<file path="src/rcm_pkg.sv">
// ----------------------------------------------------------------------------
// rcm_pkg
// Shared widths, constants, codes and helpers for the mixer / arming / ramp
// block and its digit-serial multiplier.
// ----------------------------------------------------------------------------
package rcm_pkg;

	// field widths
	localparam int CH_W    = 11;
	localparam int GAIN_W  = 16;
	localparam int CNT_W   = 16;
	localparam int DRV_W   = 16;
	localparam int FAC_W   = 17;
	localparam int IDX_W   = 4;
	localparam int DATA_W  = 16;

	// serial multiplier geometry: signed multiplicand, unsigned multiplier
	localparam int MCAND_W  = 17;
	localparam int MPLIER_W = 18;
	localparam int DIGIT_W  = 2;
	localparam int PROD_W   = MCAND_W + MPLIER_W;
	localparam int STEPS    = MPLIER_W / DIGIT_W;
	localparam int STEP_W   = $clog2(STEPS + 1);

	// mixing arithmetic
	localparam int DIFF_W  = CH_W + 1;
	localparam int SUM_W   = 21;
	localparam int MIX_SH  = 8;
	localparam int SCL_SH  = 16;

	// ramp constants
	localparam logic [FAC_W-1:0] Q_ONE      = FAC_W'(65536);
	localparam logic [FAC_W-1:0] FACTOR_MAX = FAC_W'(131071);
	localparam logic [FAC_W-1:0] RAMP_STEP  = FAC_W'(66);

	// configuration register indexes
	typedef enum logic [IDX_W-1:0] {
		REG_THROTTLE_ZERO = 4'd0,
		REG_THROTTLE_GAIN = 4'd1,
		REG_TURN_CENTER   = 4'd2,
		REG_TURN_GAIN     = 4'd3,
		REG_DEADBAND_LOW  = 4'd4,
		REG_DEADBAND_HIGH = 4'd5,
		REG_ARM_THRESHOLD = 4'd6,
		REG_LOSS_LIMIT    = 4'd7
	} reg_idx_t;

	// how the final drives are formed
	typedef enum logic [1:0] {
		DRV_ZERO,
		DRV_PASS,
		DRV_SCALE
	} drv_mode_t;

	// saturate a wide signed sum to a Q1.15 drive
	function automatic logic signed [DRV_W-1:0] sat_drive(input logic signed [SUM_W-1:0] v);
		logic signed [SUM_W-1:0] hi;
		logic signed [SUM_W-1:0] lo;
		hi = SUM_W'(32767);
		lo = -SUM_W'(32768);
		if (v > hi) begin
			return DRV_W'(32767);
		end else if (v < lo) begin
			return DRV_W'(-32768);
		end
		return v[DRV_W-1:0];
	endfunction

endpackage

</file>
<file path="src/rcm_ser_mul.sv">
// ----------------------------------------------------------------------------
// rcm_ser_mul
// Digit-serial multiplier: signed multiplicand times unsigned multiplier,
// two multiplier bits retired per cycle by shift-and-add.
// ----------------------------------------------------------------------------
module rcm_ser_mul (
	input  logic                                clk,
	input  logic                                arst_n,
	input  logic                                start,
	input  logic signed [rcm_pkg::MCAND_W-1:0]  mcand,
	input  logic        [rcm_pkg::MPLIER_W-1:0] mplier,
	output logic                                done,
	output logic signed [rcm_pkg::PROD_W-1:0]   product
);

	logic        [rcm_pkg::STEP_W-1:0]   cnt_q;
	logic                                done_q;
	logic signed [rcm_pkg::PROD_W-1:0]   mc_q;
	logic signed [rcm_pkg::PROD_W-1:0]   mc3_q;
	logic        [rcm_pkg::MPLIER_W-1:0] mp_q;
	logic signed [rcm_pkg::PROD_W-1:0]   acc_q;
	logic signed [rcm_pkg::PROD_W-1:0]   mc_ext;
	logic signed [rcm_pkg::PROD_W-1:0]   pp;

	// sign-extended multiplicand
	assign mc_ext = {{(rcm_pkg::PROD_W - rcm_pkg::MCAND_W){mcand[rcm_pkg::MCAND_W-1]}}, mcand};

	// partial product for the current digit
	always_comb begin
		unique case (mp_q[rcm_pkg::DIGIT_W-1:0])
			2'd0: pp = '0;
			2'd1: pp = mc_q;
			2'd2: pp = mc_q <<< 1;
			2'd3: pp = mc3_q;
			default: pp = '0;
		endcase
	end

	// step counter and done pulse
	always_ff @(posedge clk or negedge arst_n) begin
		if (!arst_n) begin
			cnt_q  <= '0;
			done_q <= 1'b0;
		end else if (start) begin
			cnt_q  <= rcm_pkg::STEP_W'(rcm_pkg::STEPS);
			done_q <= 1'b0;
		end else if (cnt_q != '0) begin
			cnt_q  <= cnt_q - 1'b1;
			done_q <= (cnt_q == rcm_pkg::STEP_W'(1));
		end else begin
			done_q <= 1'b0;
		end
	end

	// shift registers and accumulator
	always_ff @(posedge clk) begin
		if (start) begin
			mc_q  <= mc_ext;
			mc3_q <= mc_ext + (mc_ext <<< 1);
			mp_q  <= mplier;
			acc_q <= '0;
		end else if (cnt_q != '0) begin
			mc_q  <= mc_q <<< rcm_pkg::DIGIT_W;
			mc3_q <= mc3_q <<< rcm_pkg::DIGIT_W;
			mp_q  <= mp_q >> rcm_pkg::DIGIT_W;
			acc_q <= acc_q + pp;
		end
	end

	assign done    = done_q;
	assign product = acc_q;

endmodule

</file>
<file path="src/rc_mix_arm_ramp_unit.sv">
// ----------------------------------------------------------------------------
// rc_mix_arm_ramp_unit
// Per-tick radio frame hold, link-loss count, throttle/turn mixing with
// deadband, arming and soft arm/disarm drive ramp.
// ----------------------------------------------------------------------------
// One input word is one tick. The block takes a word only when its sequencer
// is idle and returns exactly one result word per tick. The sequencer returns
// to idle as the result word is registered, so the next word can be taken in
// the same cycle that the result is presented. Two digit-serial multipliers
// work side by side, each pass a start, 9 two-bit steps and a done check:
// first for the turn and throttle gains, then, while a ramp is scaling the
// drives, again for the ramp factor on left and right. The output register
// lets the next word be taken while a result still waits.
// Configuration writes are always ready; write them only while the block is
// idle. Indexes beyond the eight registers are ignored.
module rc_mix_arm_ramp_unit (
	input  logic                                  clk,
	input  logic                                  arst_n,
	// configuration
	input  logic                                  cfg_valid,
	output logic                                  cfg_ready,
	input  logic        [rcm_pkg::IDX_W-1:0]      cfg_index,
	input  logic        [rcm_pkg::DATA_W-1:0]     cfg_data,
	// tick input
	input  logic                                  in_valid,
	output logic                                  in_ready,
	input  logic                                  frame_valid,
	input  logic        [rcm_pkg::CH_W-1:0]       throttle_ch,
	input  logic        [rcm_pkg::CH_W-1:0]       turn_channel,
	input  logic        [rcm_pkg::CH_W-1:0]       arm_channel,
	// result
	output logic                                  out_valid,
	input  logic                                  out_ready,
	output logic signed [rcm_pkg::DRV_W-1:0]      left_drive,
	output logic signed [rcm_pkg::DRV_W-1:0]      right_drive,
	output logic                                  is_armed,
	output logic                                  link_lost
);

	typedef enum logic [2:0] {
		ST_IDLE,
		ST_LOAD,
		ST_MUL1,
		ST_MIX,
		ST_RAMP,
		ST_MUL2,
		ST_FIN
	} state_t;

	state_t state_q;

	// configuration registers
	logic [rcm_pkg::CH_W-1:0]   throttle_zero_q;
	logic [rcm_pkg::GAIN_W-1:0] throttle_gain_q;
	logic [rcm_pkg::CH_W-1:0]   turn_center_q;
	logic [rcm_pkg::GAIN_W-1:0] turn_gain_q;
	logic [rcm_pkg::CH_W-1:0]   deadband_low_q;
	logic [rcm_pkg::CH_W-1:0]   deadband_high_q;
	logic [rcm_pkg::CH_W-1:0]   arm_threshold_q;
	logic [rcm_pkg::CNT_W-1:0]  loss_limit_q;

	// tick state
	logic [rcm_pkg::CH_W-1:0]   held_throttle_q;
	logic [rcm_pkg::CH_W-1:0]   held_turn_q;
	logic [rcm_pkg::CH_W-1:0]   held_arm_q;
	logic [rcm_pkg::CNT_W-1:0]  missing_q;
	logic                       was_armed_q;
	logic                       ramping_up_q;
	logic                       ramping_down_q;
	logic [rcm_pkg::FAC_W-1:0]  ramp_factor_q;

	// per-tick working registers
	logic                       armed_q;
	logic                       lost_q;
	logic signed [rcm_pkg::DRV_W-1:0] drv_l_q;
	logic signed [rcm_pkg::DRV_W-1:0] drv_r_q;
	logic [rcm_pkg::FAC_W-1:0]  fac_use_q;
	rcm_pkg::drv_mode_t         mode_q;

	// result register
	logic                       out_valid_q;
	logic signed [rcm_pkg::DRV_W-1:0] left_q;
	logic signed [rcm_pkg::DRV_W-1:0] right_q;
	logic                       is_armed_q;
	logic                       link_lost_q;

	// multiplier lanes
	logic                              start_a;
	logic                              start_b;
	logic signed [rcm_pkg::MCAND_W-1:0]  mcand_a;
	logic signed [rcm_pkg::MCAND_W-1:0]  mcand_b;
	logic        [rcm_pkg::MPLIER_W-1:0] mplier_a;
	logic        [rcm_pkg::MPLIER_W-1:0] mplier_b;
	logic                              done_a;
	logic                              done_b;
	logic signed [rcm_pkg::PROD_W-1:0] prod_a;
	logic signed [rcm_pkg::PROD_W-1:0] prod_b;

	// combinational helpers
	logic signed [rcm_pkg::DIFF_W-1:0] turn_diff;
	logic signed [rcm_pkg::DIFF_W-1:0] thr_diff;
	logic                              lost_now;
	logic                              armed_now;
	logic signed [rcm_pkg::SUM_W-1:0]  trn_term;
	logic signed [rcm_pkg::SUM_W-1:0]  thr_term;
	logic                              turn_right;
	logic                              turn_left;
	logic signed [rcm_pkg::SUM_W-1:0]  left_sum;
	logic signed [rcm_pkg::SUM_W-1:0]  right_sum;
	logic [rcm_pkg::FAC_W:0]           fac_up;
	logic [rcm_pkg::FAC_W-1:0]         fac_up_sat;
	logic [rcm_pkg::FAC_W-1:0]         fac_down;
	logic signed [rcm_pkg::SUM_W-1:0]  scl_l;
	logic signed [rcm_pkg::SUM_W-1:0]  scl_r;
	logic signed [rcm_pkg::DRV_W-1:0]  fin_l;
	logic signed [rcm_pkg::DRV_W-1:0]  fin_r;
	logic                              out_free;

	// configuration port
	assign cfg_ready = 1'b1;

	always_ff @(posedge clk or negedge arst_n) begin
		if (!arst_n) begin
			throttle_zero_q <= rcm_pkg::CH_W'(174);
			throttle_gain_q <= rcm_pkg::GAIN_W'(1537);
			turn_center_q   <= rcm_pkg::CH_W'(992);
			turn_gain_q     <= rcm_pkg::GAIN_W'(1024);
			deadband_low_q  <= rcm_pkg::CH_W'(990);
			deadband_high_q <= rcm_pkg::CH_W'(994);
			arm_threshold_q <= rcm_pkg::CH_W'(900);
			loss_limit_q    <= rcm_pkg::CNT_W'(100);
		end else if (cfg_valid) begin
			unique case (cfg_index)
				rcm_pkg::REG_THROTTLE_ZERO: throttle_zero_q <= cfg_data[rcm_pkg::CH_W-1:0];
				rcm_pkg::REG_THROTTLE_GAIN: throttle_gain_q <= cfg_data[rcm_pkg::GAIN_W-1:0];
				rcm_pkg::REG_TURN_CENTER:   turn_center_q   <= cfg_data[rcm_pkg::CH_W-1:0];
				rcm_pkg::REG_TURN_GAIN:     turn_gain_q     <= cfg_data[rcm_pkg::GAIN_W-1:0];
				rcm_pkg::REG_DEADBAND_LOW:  deadband_low_q  <= cfg_data[rcm_pkg::CH_W-1:0];
				rcm_pkg::REG_DEADBAND_HIGH: deadband_high_q <= cfg_data[rcm_pkg::CH_W-1:0];
				rcm_pkg::REG_ARM_THRESHOLD: arm_threshold_q <= cfg_data[rcm_pkg::CH_W-1:0];
				rcm_pkg::REG_LOSS_LIMIT:    loss_limit_q    <= cfg_data[rcm_pkg::CNT_W-1:0];
				default: ;
			endcase
		end
	end

	// channel offsets and arming decision
	assign turn_diff = $signed({1'b0, held_turn_q}) - $signed({1'b0, turn_center_q});
	assign thr_diff  = $signed({1'b0, held_throttle_q}) - $signed({1'b0, throttle_zero_q});
	assign lost_now  = missing_q > loss_limit_q;
	assign armed_now = (held_arm_q >= arm_threshold_q) && !lost_now;

	// operand selection for the two lanes
	assign start_a = (state_q == ST_LOAD) || ((state_q == ST_RAMP) && (mode_q == rcm_pkg::DRV_SCALE));
	assign start_b = start_a;

	always_comb begin
		if (state_q == ST_LOAD) begin
			mcand_a  = {{(rcm_pkg::MCAND_W - rcm_pkg::DIFF_W){turn_diff[rcm_pkg::DIFF_W-1]}},
				turn_diff};
			mcand_b  = {{(rcm_pkg::MCAND_W - rcm_pkg::DIFF_W){thr_diff[rcm_pkg::DIFF_W-1]}},
				thr_diff};
			mplier_a = rcm_pkg::MPLIER_W'(turn_gain_q);
			mplier_b = rcm_pkg::MPLIER_W'(throttle_gain_q);
		end else begin
			mcand_a  = rcm_pkg::MCAND_W'(drv_l_q);
			mcand_b  = rcm_pkg::MCAND_W'(drv_r_q);
			mplier_a = rcm_pkg::MPLIER_W'(fac_use_q);
			mplier_b = rcm_pkg::MPLIER_W'(fac_use_q);
		end
	end

	rcm_ser_mul u_mul_a (
		.clk     (clk),
		.arst_n  (arst_n),
		.start   (start_a),
		.mcand   (mcand_a),
		.mplier  (mplier_a),
		.done    (done_a),
		.product (prod_a)
	);

	rcm_ser_mul u_mul_b (
		.clk     (clk),
		.arst_n  (arst_n),
		.start   (start_b),
		.mcand   (mcand_b),
		.mplier  (mplier_b),
		.done    (done_b),
		.product (prod_b)
	);

	// mixing: gain terms floored by the Q8 shift, deadband, saturation
	assign trn_term   = prod_a[rcm_pkg::MIX_SH+rcm_pkg::SUM_W-1:rcm_pkg::MIX_SH];
	assign thr_term   = prod_b[rcm_pkg::MIX_SH+rcm_pkg::SUM_W-1:rcm_pkg::MIX_SH];
	assign turn_right = held_turn_q > deadband_high_q;
	assign turn_left  = !turn_right && (held_turn_q < deadband_low_q);
	assign left_sum   = thr_term + (turn_right ? trn_term : '0);
	assign right_sum  = thr_term - (turn_left ? trn_term : '0);

	// ramp factor steps
	assign fac_up     = {1'b0, ramp_factor_q} + {1'b0, rcm_pkg::RAMP_STEP};
	assign fac_up_sat = (fac_up > {1'b0, rcm_pkg::FACTOR_MAX}) ? rcm_pkg::FACTOR_MAX
		: fac_up[rcm_pkg::FAC_W-1:0];
	assign fac_down   = (ramp_factor_q > rcm_pkg::RAMP_STEP) ? (ramp_factor_q - rcm_pkg::RAMP_STEP)
		: '0;

	// scaled drives floored by the Q1.16 shift
	assign scl_l = {{(rcm_pkg::SUM_W - (rcm_pkg::PROD_W - rcm_pkg::SCL_SH)){prod_a[rcm_pkg::PROD_W-1]}},
		prod_a[rcm_pkg::PROD_W-1:rcm_pkg::SCL_SH]};
	assign scl_r = {{(rcm_pkg::SUM_W - (rcm_pkg::PROD_W - rcm_pkg::SCL_SH)){prod_b[rcm_pkg::PROD_W-1]}},
		prod_b[rcm_pkg::PROD_W-1:rcm_pkg::SCL_SH]};

	// final drive selection
	always_comb begin
		unique case (mode_q)
			rcm_pkg::DRV_PASS: begin
				fin_l = drv_l_q;
				fin_r = drv_r_q;
			end
			rcm_pkg::DRV_SCALE: begin
				fin_l = rcm_pkg::sat_drive(scl_l);
				fin_r = rcm_pkg::sat_drive(scl_r);
			end
			default: begin
				fin_l = '0;
				fin_r = '0;
			end
		endcase
	end

	assign out_free = !out_valid_q || out_ready;

	// sequencer, tick state and result register
	always_ff @(posedge clk or negedge arst_n) begin
		if (!arst_n) begin
			state_q         <= ST_IDLE;
			held_throttle_q <= '0;
			held_turn_q     <= '0;
			held_arm_q      <= '0;
			missing_q       <= '0;
			was_armed_q     <= 1'b0;
			ramping_up_q    <= 1'b0;
			ramping_down_q  <= 1'b0;
			ramp_factor_q   <= '0;
			armed_q         <= 1'b0;
			lost_q          <= 1'b0;
			drv_l_q         <= '0;
			drv_r_q         <= '0;
			fac_use_q       <= '0;
			mode_q          <= rcm_pkg::DRV_ZERO;
			out_valid_q     <= 1'b0;
			left_q          <= '0;
			right_q         <= '0;
			is_armed_q      <= 1'b0;
			link_lost_q     <= 1'b0;
		end else begin
			// result word leaves, unless a new one is loaded in its place
			if (out_valid_q && out_ready && (state_q != ST_FIN)) begin
				out_valid_q <= 1'b0;
			end

			unique case (state_q)
				ST_IDLE: begin
					if (in_valid) begin
						if (frame_valid) begin
							missing_q       <= '0;
							held_throttle_q <= throttle_ch;
							held_turn_q     <= turn_channel;
							held_arm_q      <= arm_channel;
						end else if (missing_q != '1) begin
							missing_q <= missing_q + 1'b1;
						end
						state_q <= ST_LOAD;
					end
				end
				ST_LOAD: begin
					armed_q <= armed_now;
					lost_q  <= lost_now;
					state_q <= ST_MUL1;
				end
				ST_MUL1: begin
					if (done_a && done_b) begin
						state_q <= ST_MIX;
					end
				end
				ST_MIX: begin
					drv_l_q   <= rcm_pkg::sat_drive(left_sum);
					drv_r_q   <= rcm_pkg::sat_drive(right_sum);
					fac_use_q <= ramp_factor_q;
					if (armed_q && !was_armed_q) begin
						ramping_up_q  <= 1'b1;
						ramp_factor_q <= '0;
						mode_q        <= rcm_pkg::DRV_ZERO;
					end else if (armed_q) begin
						if (ramping_up_q && (ramp_factor_q < rcm_pkg::Q_ONE)) begin
							ramp_factor_q <= fac_up_sat;
							mode_q        <= rcm_pkg::DRV_SCALE;
						end else if (ramping_up_q) begin
							ramping_up_q  <= 1'b0;
							ramp_factor_q <= '0;
							mode_q        <= rcm_pkg::DRV_PASS;
						end else begin
							mode_q <= rcm_pkg::DRV_PASS;
						end
					end else if (was_armed_q) begin
						ramping_down_q <= 1'b1;
						ramp_factor_q  <= rcm_pkg::Q_ONE;
						mode_q         <= rcm_pkg::DRV_PASS;
					end else if (ramping_down_q && (ramp_factor_q != '0)) begin
						ramp_factor_q <= fac_down;
						mode_q        <= rcm_pkg::DRV_SCALE;
					end else if (ramping_down_q) begin
						ramping_down_q <= 1'b0;
						ramp_factor_q  <= '0;
						mode_q         <= rcm_pkg::DRV_ZERO;
					end else begin
						mode_q <= rcm_pkg::DRV_ZERO;
					end
					was_armed_q <= armed_q;
					state_q     <= ST_RAMP;
				end
				ST_RAMP: begin
					state_q <= (mode_q == rcm_pkg::DRV_SCALE) ? ST_MUL2 : ST_FIN;
				end
				ST_MUL2: begin
					if (done_a && done_b) begin
						state_q <= ST_FIN;
					end
				end
				ST_FIN: begin
					if (out_free) begin
						out_valid_q <= 1'b1;
						left_q      <= fin_l;
						right_q     <= fin_r;
						is_armed_q  <= armed_q;
						link_lost_q <= lost_q;
						state_q     <= ST_IDLE;
					end
				end
				default: state_q <= ST_IDLE;
			endcase
		end
	end

	// ports
	assign in_ready    = (state_q == ST_IDLE);
	assign out_valid   = out_valid_q;
	assign left_drive  = left_q;
	assign right_drive = right_q;
	assign is_armed    = is_armed_q;
	assign link_lost   = link_lost_q;

endmodule

</file>
<file path="config.mk">
export PLATFORM = sky130hd
export DESIGN_NAME = rc_mix_arm_ramp_unit
export DESIGN_NICKNAME = d
export VERILOG_FILES = /design/src/rcm_pkg.sv /design/src/rcm_ser_mul.sv /design/src/rc_mix_arm_ramp_unit.sv
export SDC_FILE = /design/constraint.sdc
export NUM_CORES = 1
export LEC_CHECK = 0
export ABC_AREA = 1
export BUFFER_PORTS_ARGS = -buffer_cell sky130_fd_sc_hd__buf_2
export CAP_MARGIN = 20
export CORE_MARGIN = 5
export CORE_UTILIZATION = 40
export CTS_CLUSTER_DIAMETER = 60
export CTS_CLUSTER_SIZE = 12
export DETAILED_ROUTE_END_ITERATION = 16
export HOLD_SLACK_MARGIN = 0.15
export SYNTH_ARGS = -nofsm -noshare
export SYNTH_HDL_FRONTEND = slang
export SYNTH_HIERARCHICAL = 1
export SYNTH_SLANG_ARGS = --single-unit
</file>
<file path="constraint.sdc">
create_clock -name clk -period 6.45 [get_ports clk]
set_input_delay 1.29 -clock clk [delete_from_list [all_inputs] [get_ports clk]]
set_output_delay 1.29 -clock clk [all_outputs]
set_load 0.01 [all_outputs]
</file>
==> impl_metrics.env <==
export IMPL_synthCells=4826
export IMPL_drc=0
export IMPL_synth_edf_count=174
export IMPL_use_met3=0.0273
export IMPL_slew_headroom=0.295
export IMPL_antenna_cells=0
export IMPL_fillers=9100
export IMPL_run_status="completed"
export IMPL_worst_r2r_path_depth=27
export IMPL_yosysWarnings=6
export IMPL_final_max_slew_viol_count=0
export IMPL_cts_setup_buffers=0
export IMPL_fin_skew_ns=0.0329
export IMPL_synth_area_leaders="dfrtp_1 17%, nand2_1 16%, edfxtp_1 15%"
export IMPL_power_report_internal_total_mw=11.6
export IMPL_p_sw_mw=11.8
export IMPL_dieHeight_um=305
export IMPL_vias_per_cell=5.12
export IMPL_num_rows=108
export IMPL_p_leak_nw=19.3
export IMPL_cp_start_kind="flip-flop"
export IMPL_cp_data_required_time_ns=6.97
export IMPL_fin_nets=5168
export IMPL_wl_um=107000
export IMPL_clock_root_buffer="clkbuf_16"
export IMPL_setup_tns_ns=0
export IMPL_crit_type="reg2reg"
export IMPL_cts_sinks=517
export IMPL_pwr_share_seq=0.266
export IMPL_synth_main_ff_cell="dfrtp_1"
export IMPL_worstMarginPinSlew_ns=1.05
export IMPL_hpwl_um=81300
export IMPL_hold_path_depth=2
export IMPL_cts_htree_levels=2
export IMPL_clock_power_share=0.139
export IMPL_drtAntennaViolNets=0
export IMPL_period_needed_ns=4.53
export IMPL_regToRegEndpoint="drv_r_q[9]"
export IMPL_cts_path_max_buffers=3
export IMPL_antenna_found_initial=2
export IMPL_maxCapViolCount=0
export IMPL_die_w_um=305
export IMPL_hold_violations=0
export IMPL_power_density_mw_per_mm2=611
export IMPL_synth_largest_area_cell="dfrtp_1"
export IMPL_cts_tree="built"
export IMPL_ys_seq_elements=517
export IMPL_grt_pass1_wl_um=168000
export IMPL_total_power_mw=23.4
export IMPL_yosysUniqueCellTypes=58
export IMPL_use_met1=0.305
export IMPL_ctsResizeCount=0
export IMPL_end_kind="flip-flop"
export IMPL_post_drt_wl_per_cell_um=17.6
export IMPL_cts_clk_slew_worst_paths_ns=0.06
export IMPL_arrival_ns=5.05
export IMPL_ys_seq_area_frac=0.389
export IMPL_first_pass_iters=5
export IMPL_peakVddDrop_uv=318
export IMPL_min_to="right_drive[14]"
export IMPL_postCtsHoldBufs=0
export IMPL_area_delta_synth_final_pct=10.2
export IMPL_vias=31100
export IMPL_ys_async_sr_fraction=0.528
export IMPL_cts_made_buffers=59
export IMPL_met2_usage=0.379
export IMPL_hold_path_class="reg2reg"
export IMPL_swShare=0.505
export IMPL_grt_pass1_vias=29800
export IMPL_post_route_period_util=0.703
export IMPL_place_port_buffers=94
export IMPL_clk_latency_ns=0.63
export IMPL_min_from="right_drive[14]"
export IMPL_power_frac_comb=0.595
export IMPL_grt_setup_unrepaired="no"
export IMPL_final_layout_size_suffix_gt1_frac=0.0713
export IMPL_synth_common_cells="1,493 x nand2_1, 713 x inv_1, 437 x o21ai_0"
export IMPL_r2r_slack_ns=1.92
export IMPL_top_usage_layer="met2"
export IMPL_yosysMostFrequentCell="nand2_1"
export IMPL_grt_max_degree=102
export IMPL_io_pins=96
export IMPL_grt_overflow=0
export IMPL_dieArea_mm2=0.0927
export IMPL_r2r_start="deadband_high_q[6]"
export IMPL_drt_iter0_drc=2465
export IMPL_core_area_mm2=0.0865
export IMPL_fmax_ghz=0.221
export IMPL_track_usage=0.223
export IMPL_syn_mean_instance_area_um2=7.19
export IMPL_synth_cell_area_mm2=0.0347
export IMPL_start_util=0.401
export IMPL_critPathMaxFanout=23
export IMPL_finalSetupViolCount=0
export IMPL_yosys_area_top_type_share=0.172
export IMPL_whs_ns=0.476
export IMPL_gp_congestion=0.936
==> power groups by stage <==
stage	logic, mW	registers (mW)	clock network (mW)
final	13.9	6.22	3.24
after global routing	15.8	6.34	3.47
after CTS	13.9	6.21	3.33
after detailed placement	13.8	6.26	0
after global placement	13.7	6.25	0
after floorplan	10.3	5.77	0
==> routing by layer <==
| metal | part of all wire | routed length, um | vias up |
|---|---|---|---|
| li1 | - | - | 15800 |
| met1 | 0.46 | 49100 | 14500 |
| met2 | 0.46 | 49800 | 751 |
| met3 | 0.051 | 5450 | 147 |
| met4 | 0.026 | 2750 | 2 |
| met5 | 0.000065 | 7 | - |
==> sequential cells by signal, indices dropped and copies added (netlist names), 17 cells and up <==
register,cells
u_mul_b/mc3_q,35
fac_use_q,17
u_mul_b/mp_q,18
ramp_factor_q,17
u_mul_a/mc3_q,35
u_mul_a/mc_q,34
u_mul_b/mc_q,34
u_mul_b/product,35
u_mul_a/mp_q,18
u_mul_a/product,35
==> cell type report <==
| cell class | instances | area, um^2 | share of cell area |
|---|---|---|---|
| inverters | 726 | 2730 | 0.0713 |
| clock inverters | 20 | 186 | 0.00488 |
| well taps | 1155 | 1450 | 0.0378 |
| clock buffers | 90 | 1640 | 0.0430 |
| flip-flops and latches | 517 | 13500 | 0.353 |
| multi-input cells | 3439 | 17900 | 0.469 |
| repair buffers | 133 | 813 | 0.0213 |
==> worst max-delay path by stage <==
stage / depth (start not counted) / start / slack [ns] / end
after floorplan: 11 / state_q[0] / 2.45 / u_mul_b/mc3_q[0]
after global placement: 27 / deadband_high_q[8] / 1.98 / drv_r_q[3]
after detailed placement: 27 / deadband_high_q[6] / 1.95 / drv_r_q[9]
after CTS: 27 / deadband_high_q[6] / 1.92 / drv_r_q[9]
after global routing: 27 / deadband_high_q[6] / 1.26 / drv_r_q[11]
final: 27 / deadband_high_q[6] / 1.92 / drv_r_q[9]
==> per-stage QoR <==
step                cells  cell area (um^2)   util  setup slack (ns)
floorplan            4827             34700      -              2.45
global placement     5968             36400  0.421              1.98
detailed placement   5969             36400  0.421              1.95
CTS                  6079             38200  0.442              1.92
global route         6080             38200  0.442              1.26
finish               6080             38200  0.442              1.92
==> critical path: stages, from the launching register on <==
cell and delay (ns):
dfstp_2 0.51, inv_1 0.05, ha_1 0.30, nand2_1 0.06
inv_1 0.06, nand2_1 0.06, nor2_1 0.12, nand2_1 0.06
nand3_1 0.10, nand2_2 0.28, nand2_1 0.18, clkinv_1 0.44
nand2_1 0.25, ha_1 0.27, nand2_1 0.13, inv_1 0.06
a21oi_2 0.17, nor2_1 0.06, o21ai_1 0.11, nand2_1 0.05
nor2_1 0.12, nand3_1 0.10, nand2_2 0.28, inv_1 0.07
nand2_1 0.08, nand2_2 0.18, nor2_1 0.17, nor2_1 0.05
==> cell families after synthesis <==
group           after synthesis  share of synthesized area
other cells                   2                   0.000216
simple gates               2220                      0.260
xor+xnor                     90                     0.0227
flops                       517                      0.389
fa+ha+maj                   233                     0.0858
compound gates              893                      0.147
buf+inv                     871                     0.0958
==> cell usage in the layout (no fill, tap or decap), drive strengths merged, types with 6 or more instances in the layout <==
master       n
o31ai        8
o221ai      64
o22ai       18
nor2       378
o21ai      448
and2         6
xor2        56
or2         17
fa           8
nand3      195
nand4       33
o211ai       8
dfxtp       70
edfxtp     174
dfstp       35
a21oi      247
xnor2       34
a32o         6
o21bai      28
a22oi       34
nor3        51
inv        728
clkinvlp     6
clkbuf      90
clkinv      11
a31oi       12
nand2     1524
nand3b      10
dfrtp      238
ha         225
buf        133
Power figures use the tool's default switching activity.
